File: src/rtl/diff_drive_duty_mixer_macros.svh
// Assertion helpers shared by ddm_duty_lane and diff_drive_duty_mixer.
// Each one samples on clk and is held off while rst is high.
`ifndef DIFF_DRIVE_DUTY_MIXER_MACROS_SVH
`define DIFF_DRIVE_DUTY_MIXER_MACROS_SVH

// Same-cycle implication.
`define DDM_ASSERT_IMPL(lbl, ante, cons, msg) \
  lbl: assert property (@(posedge clk) disable iff (rst) (ante) |-> (cons)) \
    else $error(msg);

// Next-cycle implication.
`define DDM_ASSERT_NEXT(lbl, ante, cons, msg) \
  lbl: assert property (@(posedge clk) disable iff (rst) (ante) |=> (cons)) \
    else $error(msg);

`endif

File: src/rtl/ddm_pkg.sv
package ddm_pkg;

  localparam int DDM_ACC_WIDTH = 32;
  localparam int DDM_CMD_WIDTH = 16;

  localparam int CNT_W   = 16;  // encoder count field
  localparam int LIM_W   = 15;  // limit / band registers
  localparam int HB_W    = 16;  // half base, Q0.16
  localparam int HB_FRAC = 16;
  localparam int GAIN_W  = 16;  // gain, Q8.8
  localparam int GAIN_FRAC = 8;
  localparam int VEL_W   = 16;  // clamped command, signed
  localparam int SPIN_W  = VEL_W + HB_W + 1;
  localparam int TERM_W  = SPIN_W + 1;
  localparam int MAG_W   = TERM_W - 1;
  localparam int NUM_W   = 40;  // magnitude * 100
  localparam int DUTY_W  = 7;
  localparam int OUT_W   = 16;
  localparam int SUM_W   = 10;  // duty +/- correction, signed

  localparam int DIV_STEPS = 8;
  localparam int STEP_W    = 3;

  localparam int ERR_W    = 15;             // error bits that reach the multiplier
  localparam int PROD_W   = ERR_W + GAIN_W;
  localparam int CAP_BITS = 7;              // correction capped at 2^7
  localparam int DELTA_W  = CAP_BITS + 1;

  localparam logic [DUTY_W-1:0]  DUTY_MAX  = 7'd100;
  localparam logic [DELTA_W-1:0] DELTA_CAP = 8'd128;

  localparam int CFG_IDX_W  = 3;
  localparam int CFG_DATA_W = 16;

  localparam logic [CFG_IDX_W-1:0] REG_LINEAR_LIMIT   = 3'd0;
  localparam logic [CFG_IDX_W-1:0] REG_ANGULAR_LIMIT  = 3'd1;
  localparam logic [CFG_IDX_W-1:0] REG_HALF_BASE      = 3'd2;
  localparam logic [CFG_IDX_W-1:0] REG_BALANCE_GAIN   = 3'd3;
  localparam logic [CFG_IDX_W-1:0] REG_STRAIGHT_BAND  = 3'd4;
  localparam logic [CFG_IDX_W-1:0] REG_BALANCE_ENABLE = 3'd5;

  typedef enum logic [2:0] {
    ST_IDLE,
    ST_CLAMP,
    ST_SPIN,
    ST_TERM,
    ST_START,
    ST_WAIT,
    ST_MERGE
  } ddm_state_t;

  typedef enum logic [1:0] {
    LN_IDLE,
    LN_MUL,
    LN_DIV,
    LN_DONE
  } lane_state_t;

  typedef struct packed {
    logic err_load;   // latch accumulator difference
    logic mul_load;   // latch error * gain
    logic apply;      // correction active for this tick
  } merge_ctrl_t;

endpackage

File: src/rtl/ddm_duty_lane.sv
// One wheel: |term| * 100 / (limit << 16), restoring division one bit a cycle.
module ddm_duty_lane import ddm_pkg::*; (
  input  logic                     clk,
  input  logic                     rst,
  input  logic                     start,
  input  logic signed [TERM_W-1:0] term,
  input  logic [LIM_W-1:0]         limit,
  output logic                     done,
  output logic [DUTY_W-1:0]        duty
);

  lane_state_t        state, state_next;
  logic [MAG_W-1:0]   mag;
  logic [LIM_W-1:0]   den;
  logic [NUM_W-1:0]   rem;
  logic [NUM_W-1:0]   scaled;
  logic [NUM_W-1:0]   dsh;
  logic               ge;
  logic [DUTY_W-1:0]  quot;
  logic               sat;
  logic [STEP_W-1:0]  step;

  always_ff @(posedge clk) begin
    if (rst) begin
      state <= LN_IDLE;
    end else begin
      state <= state_next;
    end
  end

  always_comb begin
    state_next = state;
    case (state)
      LN_IDLE: if (start) state_next = LN_MUL;
      LN_MUL:  state_next = LN_DIV;
      LN_DIV:  if (step == '0) state_next = LN_DONE;
      LN_DONE: if (start) state_next = LN_MUL;
      default: state_next = LN_IDLE;
    endcase
  end

  always_comb begin
    scaled = mag * DUTY_MAX;
    dsh    = NUM_W'({den, {HB_FRAC{1'b0}}}) << step;
    ge     = rem >= dsh;
  end

  always_ff @(posedge clk) begin
    if (start) begin
      mag <= term[TERM_W-1] ? MAG_W'(-term) : MAG_W'(term);
      den <= limit;
    end
    case (state)
      LN_MUL: begin
        rem  <= scaled;
        quot <= '0;
        sat  <= 1'b0;
        step <= STEP_W'(DIV_STEPS - 1);
      end
      LN_DIV: begin
        // top step only detects a quotient of 128 or more
        if (step == STEP_W'(DIV_STEPS - 1)) begin
          sat <= ge;
        end else begin
          if (ge) rem <= rem - dsh;
          quot <= {quot[DUTY_W-2:0], ge};
        end
        step <= step - 1'b1;
      end
      default: ;
    endcase
  end

  always_comb begin
    if (den == '0) begin
      duty = (mag != '0) ? DUTY_MAX : '0;
    end else if (sat || quot > DUTY_MAX) begin
      duty = DUTY_MAX;
    end else begin
      duty = quot;
    end
  end

  assign done = (state == LN_DONE);

  `include "diff_drive_duty_mixer_macros.svh"

  `DDM_ASSERT_IMPL(a_lane_duty_cap, state == LN_DONE, duty <= DUTY_MAX, "lane duty over 100")

endmodule

File: src/rtl/ddm_balance_merge.sv
// Encoder balance: gain * (left_sum - right_sum) / 256 moved between the duties.
module ddm_balance_merge import ddm_pkg::*; #(
  parameter int ACC_WIDTH = DDM_ACC_WIDTH
) (
  input  logic                        clk,
  input  merge_ctrl_t                 ctrl,
  input  logic signed [ACC_WIDTH-1:0] left_sum,
  input  logic signed [ACC_WIDTH-1:0] right_sum,
  input  logic [GAIN_W-1:0]           gain,
  input  logic [DUTY_W-1:0]           left_raw,
  input  logic [DUTY_W-1:0]           right_raw,
  output logic [DUTY_W-1:0]           left_duty,
  output logic [DUTY_W-1:0]           right_duty
);

  logic signed [ACC_WIDTH:0] diff;
  logic [ACC_WIDTH:0]        absd;
  logic                      err_neg;
  logic                      err_big;
  logic [ERR_W-1:0]          err_low;
  logic [PROD_W-1:0]         prod;
  logic                      gain_nz;
  logic [DELTA_W-1:0]        dmag;
  logic signed [SUM_W-1:0]   delta;
  logic signed [SUM_W-1:0]   lsum;
  logic signed [SUM_W-1:0]   rsum;

  always_comb begin
    diff = (ACC_WIDTH + 1)'(left_sum) - (ACC_WIDTH + 1)'(right_sum);
    absd = diff[ACC_WIDTH] ? (ACC_WIDTH + 1)'(-diff) : diff;
  end

  always_ff @(posedge clk) begin
    if (ctrl.err_load) begin
      err_neg <= diff[ACC_WIDTH];
      err_big <= |absd[ACC_WIDTH:ERR_W];
      err_low <= absd[ERR_W-1:0];
    end
    if (ctrl.mul_load) begin
      prod    <= err_low * gain;
      gain_nz <= (gain != '0);
    end
  end

  // duties are 0..100, so any correction of 128 or more saturates both sides
  always_comb begin
    if (!ctrl.apply) begin
      dmag = '0;
    end else if ((err_big && gain_nz) || (|prod[PROD_W-1:GAIN_FRAC+CAP_BITS])) begin
      dmag = DELTA_CAP;
    end else begin
      dmag = {1'b0, prod[GAIN_FRAC+CAP_BITS-1:GAIN_FRAC]};
    end
    delta = err_neg ? -SUM_W'(dmag) : SUM_W'(dmag);
    lsum  = SUM_W'(left_raw) - delta;
    rsum  = SUM_W'(right_raw) + delta;

    if (lsum < 0) left_duty = '0;
    else if (lsum > SUM_W'(DUTY_MAX)) left_duty = DUTY_MAX;
    else left_duty = lsum[DUTY_W-1:0];

    if (rsum < 0) right_duty = '0;
    else if (rsum > SUM_W'(DUTY_MAX)) right_duty = DUTY_MAX;
    else right_duty = rsum[DUTY_W-1:0];
  end

endmodule

File: src/rtl/diff_drive_duty_mixer.sv
// Channel   Signals                                       Beat
// s_        s_tvalid s_tready s_tdata                     one control tick in
// m_        m_tvalid m_tready m_tdata                     one duty pair out
// cfg_      cfg_valid cfg_ready cfg_index cfg_data        one register write
//
// A tick goes from input beat to output valid through four mixer steps
// (clamp, spin multiply, wheel terms, lane start), a x100 multiply and an
// 8-step restoring divide in each wheel lane, a done check, then the merge.
// One tick in flight; the next beat is taken while a result waits on m_tready.
// rst is synchronous: config registers return to their defaults, sums clear.
// cfg_ready is always high; write registers only while the block is idle.
module diff_drive_duty_mixer import ddm_pkg::*; #(
  parameter int ACC_WIDTH = DDM_ACC_WIDTH,
  parameter int CMD_WIDTH = DDM_CMD_WIDTH,
  localparam int IN_W = ((2 * CMD_WIDTH + 2 * CNT_W + 7) / 8) * 8
) (
  input  logic                  clk,
  input  logic                  rst,
  input  logic                  s_tvalid,
  output logic                  s_tready,
  // linear_cmd, angular_cmd, left_counts, right_counts, zero pad
  input  logic [IN_W-1:0]       s_tdata,
  output logic                  m_tvalid,
  input  logic                  m_tready,
  // left_duty[6:0], right_duty[13:7], left_reverse[14], right_reverse[15]
  output logic [OUT_W-1:0]      m_tdata,
  input  logic                  cfg_valid,
  output logic                  cfg_ready,
  input  logic [CFG_IDX_W-1:0]  cfg_index,
  input  logic [CFG_DATA_W-1:0] cfg_data
);

  localparam int CW = ((CMD_WIDTH > VEL_W) ? CMD_WIDTH : VEL_W) + 1;

  // config registers
  logic [LIM_W-1:0]  linear_limit;
  logic [LIM_W-1:0]  angular_limit;
  logic [HB_W-1:0]   half_base;
  logic [GAIN_W-1:0] balance_gain;
  logic [LIM_W-1:0]  straight_band;
  logic              balance_enable;

  ddm_state_t state, state_next;

  logic signed [CMD_WIDTH-1:0] lin_cmd;
  logic signed [CMD_WIDTH-1:0] ang_cmd;
  logic signed [CNT_W-1:0]     lc_in;
  logic signed [CNT_W-1:0]     rc_in;
  logic signed [ACC_WIDTH-1:0] left_sum;
  logic signed [ACC_WIDTH-1:0] right_sum;

  logic signed [CW-1:0]     lin_x, lin_lim, lin_c;
  logic signed [CW-1:0]     ang_x, ang_lim, ang_c;
  logic signed [VEL_W-1:0]  ang_cv;
  logic [VEL_W-1:0]         ang_abs;
  logic signed [VEL_W-1:0]  vel;
  logic signed [VEL_W-1:0]  ang;
  logic                     apply;
  logic signed [SPIN_W-1:0] spin;
  logic signed [TERM_W-1:0] term_l;
  logic signed [TERM_W-1:0] term_r;

  logic              accept;
  logic              lane_start;
  logic              lane_done_l, lane_done_r;
  logic [DUTY_W-1:0] raw_l, raw_r;
  logic [DUTY_W-1:0] duty_l, duty_r;
  logic              out_load;
  merge_ctrl_t       mctrl;

  logic [DUTY_W-1:0] out_left_duty, out_right_duty;
  logic              out_left_rev, out_right_rev;

  assign accept    = s_tvalid && s_tready;
  assign cfg_ready = 1'b1;
  assign lc_in     = s_tdata[2*CMD_WIDTH+CNT_W-1:2*CMD_WIDTH];
  assign rc_in     = s_tdata[2*CMD_WIDTH+2*CNT_W-1:2*CMD_WIDTH+CNT_W];

  always_ff @(posedge clk) begin
    if (rst) begin
      linear_limit   <= 15'd8192;
      angular_limit  <= 15'd16384;
      half_base      <= 16'd6554;
      balance_gain   <= 16'd51;
      straight_band  <= 15'd16;
      balance_enable <= 1'b1;
    end else if (cfg_valid && cfg_ready) begin
      case (cfg_index)
        REG_LINEAR_LIMIT:   linear_limit   <= cfg_data[LIM_W-1:0];
        REG_ANGULAR_LIMIT:  angular_limit  <= cfg_data[LIM_W-1:0];
        REG_HALF_BASE:      half_base      <= cfg_data[HB_W-1:0];
        REG_BALANCE_GAIN:   balance_gain   <= cfg_data[GAIN_W-1:0];
        REG_STRAIGHT_BAND:  straight_band  <= cfg_data[LIM_W-1:0];
        REG_BALANCE_ENABLE: balance_enable <= cfg_data[0];
        default: ;
      endcase
    end
  end

  // ---- sequencer ----
  always_ff @(posedge clk) begin
    if (rst) begin
      state <= ST_IDLE;
    end else begin
      state <= state_next;
    end
  end

  always_comb begin
    state_next     = state;
    s_tready       = 1'b0;
    lane_start     = 1'b0;
    out_load       = 1'b0;
    mctrl.err_load = 1'b0;
    mctrl.mul_load = 1'b0;
    mctrl.apply    = apply;
    case (state)
      ST_IDLE: begin
        s_tready = 1'b1;
        if (s_tvalid) state_next = ST_CLAMP;
      end
      ST_CLAMP: state_next = ST_SPIN;
      ST_SPIN: begin
        mctrl.err_load = 1'b1;
        state_next     = ST_TERM;
      end
      ST_TERM: begin
        mctrl.mul_load = 1'b1;
        state_next     = ST_START;
      end
      ST_START: begin
        lane_start = 1'b1;
        state_next = ST_WAIT;
      end
      ST_WAIT: if (lane_done_l && lane_done_r) state_next = ST_MERGE;
      ST_MERGE: begin
        // hold here while the previous result is still unclaimed
        if (!m_tvalid || m_tready) begin
          out_load   = 1'b1;
          state_next = ST_IDLE;
        end
      end
      default: state_next = ST_IDLE;
    endcase
  end

  // ---- encoder accumulators ----
  always_ff @(posedge clk) begin
    if (rst) begin
      left_sum  <= '0;
      right_sum <= '0;
    end else if (accept) begin
      left_sum  <= left_sum + ACC_WIDTH'(lc_in);
      right_sum <= right_sum + ACC_WIDTH'(rc_in);
    end else if (state == ST_SPIN && apply) begin
      // error already latched by the merge stage on this edge
      left_sum  <= '0;
      right_sum <= '0;
    end
  end

  // ---- command saturation and mixing ----
  always_comb begin
    lin_x   = CW'(lin_cmd);
    lin_lim = CW'(linear_limit);
    ang_x   = CW'(ang_cmd);
    ang_lim = CW'(angular_limit);
    if (lin_x > lin_lim) lin_c = lin_lim;
    else if (lin_x < -lin_lim) lin_c = -lin_lim;
    else lin_c = lin_x;
    if (ang_x > ang_lim) ang_c = ang_lim;
    else if (ang_x < -ang_lim) ang_c = -ang_lim;
    else ang_c = ang_x;
    ang_cv  = ang_c[VEL_W-1:0];
    ang_abs = ang_cv[VEL_W-1] ? VEL_W'(-ang_cv) : ang_cv;
  end

  always_ff @(posedge clk) begin
    if (accept) begin
      lin_cmd <= s_tdata[CMD_WIDTH-1:0];
      ang_cmd <= s_tdata[2*CMD_WIDTH-1:CMD_WIDTH];
    end
    case (state)
      ST_CLAMP: begin
        vel   <= lin_c[VEL_W-1:0];
        ang   <= ang_cv;
        apply <= balance_enable && (ang_abs < VEL_W'(straight_band));
      end
      ST_SPIN: spin <= ang * $signed({1'b0, half_base});
      ST_TERM: begin
        term_l <= (TERM_W'(vel) <<< HB_FRAC) - TERM_W'(spin);
        term_r <= (TERM_W'(vel) <<< HB_FRAC) + TERM_W'(spin);
      end
      default: ;
    endcase
  end

  // ---- wheel lanes ----
  ddm_duty_lane u_lane_l (
    .clk   (clk),
    .rst   (rst),
    .start (lane_start),
    .term  (term_l),
    .limit (linear_limit),
    .done  (lane_done_l),
    .duty  (raw_l)
  );

  ddm_duty_lane u_lane_r (
    .clk   (clk),
    .rst   (rst),
    .start (lane_start),
    .term  (term_r),
    .limit (linear_limit),
    .done  (lane_done_r),
    .duty  (raw_r)
  );

  // ---- balance merge ----
  ddm_balance_merge #(
    .ACC_WIDTH (ACC_WIDTH)
  ) u_merge (
    .clk        (clk),
    .ctrl       (mctrl),
    .left_sum   (left_sum),
    .right_sum  (right_sum),
    .gain       (balance_gain),
    .left_raw   (raw_l),
    .right_raw  (raw_r),
    .left_duty  (duty_l),
    .right_duty (duty_r)
  );

  // ---- output register ----
  always_ff @(posedge clk) begin
    if (rst) begin
      m_tvalid <= 1'b0;
    end else if (out_load) begin
      m_tvalid <= 1'b1;
    end else if (m_tready) begin
      m_tvalid <= 1'b0;
    end
  end

  always_ff @(posedge clk) begin
    if (out_load) begin
      out_left_duty  <= duty_l;
      out_right_duty <= duty_r;
      out_left_rev   <= term_l[TERM_W-1];   // direction ignores the correction
      out_right_rev  <= term_r[TERM_W-1];
    end
  end

  assign m_tdata = {out_right_rev, out_left_rev, out_right_duty, out_left_duty};

  `include "diff_drive_duty_mixer_macros.svh"

  `DDM_ASSERT_NEXT(a_sums_cleared, state == ST_SPIN && apply, left_sum == '0 && right_sum == '0, "sums not cleared after correction")
  `DDM_ASSERT_IMPL(a_lanes_in_step, 1'b1, lane_done_l == lane_done_r, "wheel lanes out of step")
  `DDM_ASSERT_IMPL(a_load_after_lanes, out_load, lane_done_l && lane_done_r, "result loaded before lanes finished")
  `DDM_ASSERT_IMPL(a_out_duty_range, m_tvalid, out_left_duty <= DUTY_MAX && out_right_duty <= DUTY_MAX, "output duty over 100")

endmodule

File: config.mk
export PLATFORM = sky130hd
export DESIGN_NAME = diff_drive_duty_mixer
export DESIGN_NICKNAME = d
export VERILOG_FILES = /design/src/rtl/ddm_pkg.sv /design/src/rtl/ddm_duty_lane.sv /design/src/rtl/ddm_balance_merge.sv /design/src/rtl/diff_drive_duty_mixer.sv
export VERILOG_INCLUDE_DIRS = /design/src /design/src/rtl
export SDC_FILE = /design/constraint.sdc
export NUM_CORES = 2
export LEC_CHECK = 0
export BUFFER_PORTS_ARGS = -buffer_cell sky130_fd_sc_hd__buf_2
export CAP_MARGIN = 30
export CORE_AREA = 2 2 310 312
export CTS_BUF_LIST = sky130_fd_sc_hd__clkbuf_8
export DETAILED_ROUTE_END_ITERATION = 8
export DIE_AREA = 0 0 312 314
export GPL_TIMING_DRIVEN = 0
export PLACE_DENSITY = 0.76
export SLEW_MARGIN = 20
export SYNTH_ARGS = -nofsm -noshare
export SYNTH_HDL_FRONTEND = slang
export SYNTH_SLANG_ARGS = --single-unit
File: constraint.sdc
create_clock -name clk -period 9.5 [get_ports clk]
set_input_delay 0.475 -clock clk [delete_from_list [all_inputs] [get_ports clk]]
set_output_delay 0.475 -clock clk [all_outputs]
set_load 0.01 [all_outputs]
# Word-level counts from Yosys, hierarchy flattened
# Cells that the tools add are included.
# W data, S select, Z words.
[op_classes]
mux = 55
mul = 4
n_reduce_logical = 45
n_shift = 2
eq_ne = 32
addsub = 18
n_lt_le_gt_ge = 13
[ops]
columns = ["cell", "n"]
rows = [
  ["$mux W40", 4],
  ["$pmux W40 S2", 2],
  ["$mux W33", 3],
  ["$neg A33 Y33", 3],
  ["$mux W32", 3],
  ["$ge A40 B40 Y1", 2],
  ["$shl A31 B3 Y40", 2],
  ["$sub A40 B40 Y40", 2],
  ["$mul A33 B5 Y38 const B", 2],
  ["$mux W7", 10],
  ["$reduce_bool A33 Y1", 2],
  ["$add A32 B16 Y32", 2],
  ["$mux W16", 4],
  ["$add A32 B33 Y34", 1],
  ["$lt A16 B17 Y1", 2],
  ["$neg A15 Y17", 2],
  ["$sub A32 B33 Y34", 1],
  ["$mul A16 B17 Y33", 1],
  ["$sub A32 B32 Y33", 1],
  ["$gt A16 B16 Y1", 2],
  ["$mul A15 B16 Y31", 1],
  ["$pmux W7 S2", 2],
  ["$reduce_and A2 Y1", 12],
  ["$eq A3 B3 Y1 const B", 7],
  ["other kinds (37)", 96],
]
[totals]
regBits = 564

# Logic depth before layout (Yosys ltp)
[logic_depth]
ltp_word = 9
depth_mapped = 31
depth_no_buf = 30

# Hierarchy
# Synthesis repeated with hierarchy kept, for this count alone.
[unflattened]
cells_unflattened = 6334
hier_area_um2 = 58003.1
[modules_own_cells]
columns = ["mod", "n_inst", "area_each_um2", "seq_area_each_um2", "cells_each"]
rows = [
  ["diff_drive_duty_mixer", 1, 27303.7, 8358.0, 2937],
  ["ddm_balance_merge", 1, 12811.0, 1231.2, 1502],
  ["ddm_duty_lane (u_lane_r)", 1, 8978.6, 2532.4, 955],
  ["ddm_duty_lane (u_lane_l)", 1, 8909.8, 2532.4, 940],
]

# Worst setup path before layout
# OpenSTA, ideal clock, no wires.
[synth_timing]
path_kind = "register to register"
startpoint = "reg half_base[10]"
endpoint = "reg spin[32], data pin"
setup_slack_ns = 2.539
path_stages_with_launch = 26
required_ns = 9.241
arrival_time_ns = 6.702
n_path_buf = 1
cell_sequence = "dfxtp_1 -> clkbuf_1 -> nand2_1 -> fa_1 -> inv_1 -> fa_1 -> inv_1 -> fa_1 -> fa_1 -> inv_1 -> fa_1 -> inv_1 -> fa_1 -> inv_1 -> ha_1 -> a21oi_1 -> nand2_1 -> a211o_1 -> o21ai_0 -> a311o_1 -> o21ai_0 -> nor4b_1 -> nor3_1 -> a2111oi_0 -> a21oi_1 -> xnor2_1"
[synth_between]
elab_chain_cells = 1
[synth_lines]
columns = ["element", "line", "text"]
rows = [
  ["from (decl)", "diff_drive_duty_mixer.sv:38", "logic [HB_W-1:0] half_base;"],
  ["from (signal assigned)", "diff_drive_duty_mixer.sv:91", "REG_HALF_BASE: half_base <= cfg_data[HB_W-1:0];"],
  ["$mul A16 B17 Y33", "diff_drive_duty_mixer.sv:189", "ST_SPIN: spin <= ang * $signed({1'b0, half_base});"],
  ["to (signal assigned)", "diff_drive_duty_mixer.sv:189", ""],
  ["to (decl)", "diff_drive_duty_mixer.sv:59", "logic signed [SPIN_W-1:0] spin;"],
]
# Every way passes these cells.
# A chain may end at the register's enable or synchronous reset.

# Worst setup path after layout
[layout_timing]
startpoint = "reg half_base[8]"
endpoint = "reg spin[32], data pin"
# Same word-level chain as after synthesis.

==> impl_metrics.toml <==
[timing]
hold_viol = 0
slew_violations = 0
slew_headroom = 0.4258
fin_setup_tns_ns = 0
worst_pin_slew_ns = 0.8574
setup_viol = 0
clock_skew_ns = 0.06483
fin_crit_ns = 8.438
timing.final.crit_share = 0.8882
rsz0062_at_grt = "no"
max_freq_mhz = 118.5

[synth]
post_synth_num_cell_types = 109
synth_area_leaders = "edfxtp_1, ha_1, fa_1, inv_1, dfxtp_1"
synth_top_area_frac = 0.1980
yosys.area.top_type = "edfxtp_1"
syn-cell-area_um2 = 56430
yosysMostFrequentCell = "inv_1"
synth_seq_cells = 522
synth_ff_type = "edfxtp_1"
synth_nets = 7370
async_flop_share = 0
synthTopCellsByCount = "inv_1, ha_1, nand2_1, fa_1, edfxtp_1"
synth_cells = 6112
ys_warn_count = 0
synth-edff-count = 372
ys_seq_area_frac = 0.2512
avgSynthCellArea_um2 = 9.232

[pwr]
clock_power_share = 0.126
power.total_w = 0.01729
leakagePower_nw = 28.09
peakVddDrop_mv = 0.3152
seqPwrFrac = 0.215
switching_share = 0.4539
p_int_w = 0.009444
comb_power_share = 0.659
pwr_density_cell_nw_per_um2 = 283.2
switchingPower_w = 0.007850

[critical_path]
crit_family = "adder cells"
cp_slowest_cell = "a2111oi_0"
end_kind = "flop"
slowest_delay_ns = 0.76
start_kind = "flop"
cp.arrival_ns = 8.90
crit_fanout = 10
critical_path_buf_inv_count = 6
required_ns = 9.96
crit_top_cell = "fa_1"
path_class = "flop to flop"

[route]
drt_wl_total_mm = 138.6
vias = 44050
drcViolationCount = 0
avgViaCountPerCell = 5.721
antenna_left = 0
drtIter0Drc = 3200
dr.pass1.iters = 9
wire_per_inst_um = 18.00

[place]
gp_routability_congestion = 0.9501
port-buffer-count = 104
hpwl_mm = 112.7

[clock_network]
clock-root-buffer = "clkbuf_8"
cts_buffers = 92
clk_latency_ns = 0.75
cts.clk_slew.worst_paths_ns = 0.07
ctsResizeCount = 0
cts_tree = "built"
htreeDepth = 3
clock-sinks = 522
postCtsHoldBufs = 32
clock_path_buffers = 3
post_cts_buffers = 0

[global_routing]
grt_max_degree = 65
first_global_vias = 44120
grt_pass1_wl_mm = 224.5
gr-total-overflow = 0
antenna_found_initial = 7
grt_usage = 0.2833

[die]
dieArea_um2 = 97970
die_w_um = 312
io_pins = 107
start_util = 0.5974
die_h_um = 314
rows = 113
core_area_um2 = 94450

[layout]
nNetsFinal = 7617
drive_above_1_share = 0.05738
area_growth_pct = 8.227

[run]
max_cap_violations = 0

[hold_path]
hold_path_class = "primary input to flop"

[status]
status = "finished clean"
cell families (layout without fill, tap and decap cells):
kind of cell    after synthesis  in the layout  share of synthesized area
compound gates             1112           1112                     0.1312
fa+ha+maj                  1170           1170                     0.3173
flops                       522            522                     0.2512
buf+inv                    1122           1441                    0.07550
mux                          78             78                    0.01670
other cells                   1              5                 0.00006646
xor+xnor                    358            358                    0.05557
simple gates               1749           1749                     0.1524
through the flow:
stage,area (µm²),setup WS (ns),hold WS [ns],util,std cells
floorplan,56430,2.539,0.4363,-,6112
global placement,58530,0.7375,0.4433,0.6197,7481
detailed placement,58840,1.104,0.4502,0.6230,7497
CTS,61050,1.105,0.003774,0.6464,7695
global route,61060,0.5009,0.02134,0.6466,7699
finish,61070,1.062,0.06609,0.6466,7700
cell type report:
cell class	instances	area, µm²
clock buffers	97	1335
inverters	921	3460
plain buffers	201	804.5
diodes	4	10.01
flip-flops and latches	522	14170
clock inverters	69	556.8
well taps	1265	1583
fillers	7753	33380
repair buffers	153	1106
multi-input cells	4468	38040
flip-flops by register name, indices dropped and copies added (netlist names), 23 cells and up:
signal / count
u_merge.prod: 23
term_l: 34
spin: 33
u_lane_l.rem: 24
u_lane_r.mag: 33
right_sum: 32
u_lane_l.mag: 32
u_lane_r.rem: 24
left_sum: 32
term_r: 33
power groups by stage:
stage | combinational, W | sequential [W] | clock (W)
after CTS | 0.0114 | 0.00371 | 0.00221
after global placement | 0.0109 | 0.00376 | 0
after global routing | 0.0130 | 0.00375 | 0.00231
after detailed placement | 0.0113 | 0.00375 | 0
after floorplan | 0.00879 | 0.00363 | 0
final | 0.0114 | 0.00371 | 0.00217
metal layers:
layer	share of wire	track usage
met5	0.00017	0
met1	0.42	0.3693
met3	0.073	0.04644
met4	0.034	0.09856
met2	0.47	0.4793
tightest hold or removal path, stage by stage:
cell	delay, ns
buf_2	0.16
nand2_1	0.07
a21oi_1	0.05
worst paths after layout:
| kind | start | endpoint | slack (ns) | depth (start not counted) |
|---|---|---|---|---|
| worst max-delay path | half_base[8]$_SDFFE_PP1P_ | spin[32]$_DFFE_PP_ | 1.06 | 25 |
| worst min-delay path | cfg_data[6] | linear_limit[6]$_SDFFE_PP0P_ | 0.07 | 3 |
| worst max register to register | half_base[8]$_SDFFE_PP1P_ | spin[32]$_DFFE_PP_ | 1.06 | 25 |
| worst min register to register | straight_band[11]$_SDFFE_PP0P_ | straight_band[11]$_SDFFE_PP0P_ | 0.46 | 2 |
layout by cell type (no fill, tap or decap), types with 47 or more instances in the layout:
| cell type | n |
|---|---|
| inv_1 | 946 |
| ha_1 | 735 |
| nand2_1 | 636 |
| fa_1 | 435 |
| edfxtp_1 | 372 |
| a21oi_1 | 335 |
| nor2_1 | 309 |
| and2_1 | 252 |
| xnor2_1 | 238 |
| clkbuf_1 | 174 |
| o21ai_0 | 173 |
| dfxtp_1 | 150 |
| xor2_1 | 120 |
| buf_2 | 111 |
| a21o_1 | 103 |
| clkbuf_8 | 97 |
| nor3_1 | 89 |
| nand3_1 | 77 |
| o21a_1 | 60 |
| nand2b_1 | 57 |
| mux2i_1 | 57 |
| nor2b_1 | 54 |
| a22oi_1 | 47 |
Note: power is estimated with default switching activity, not from simulation.
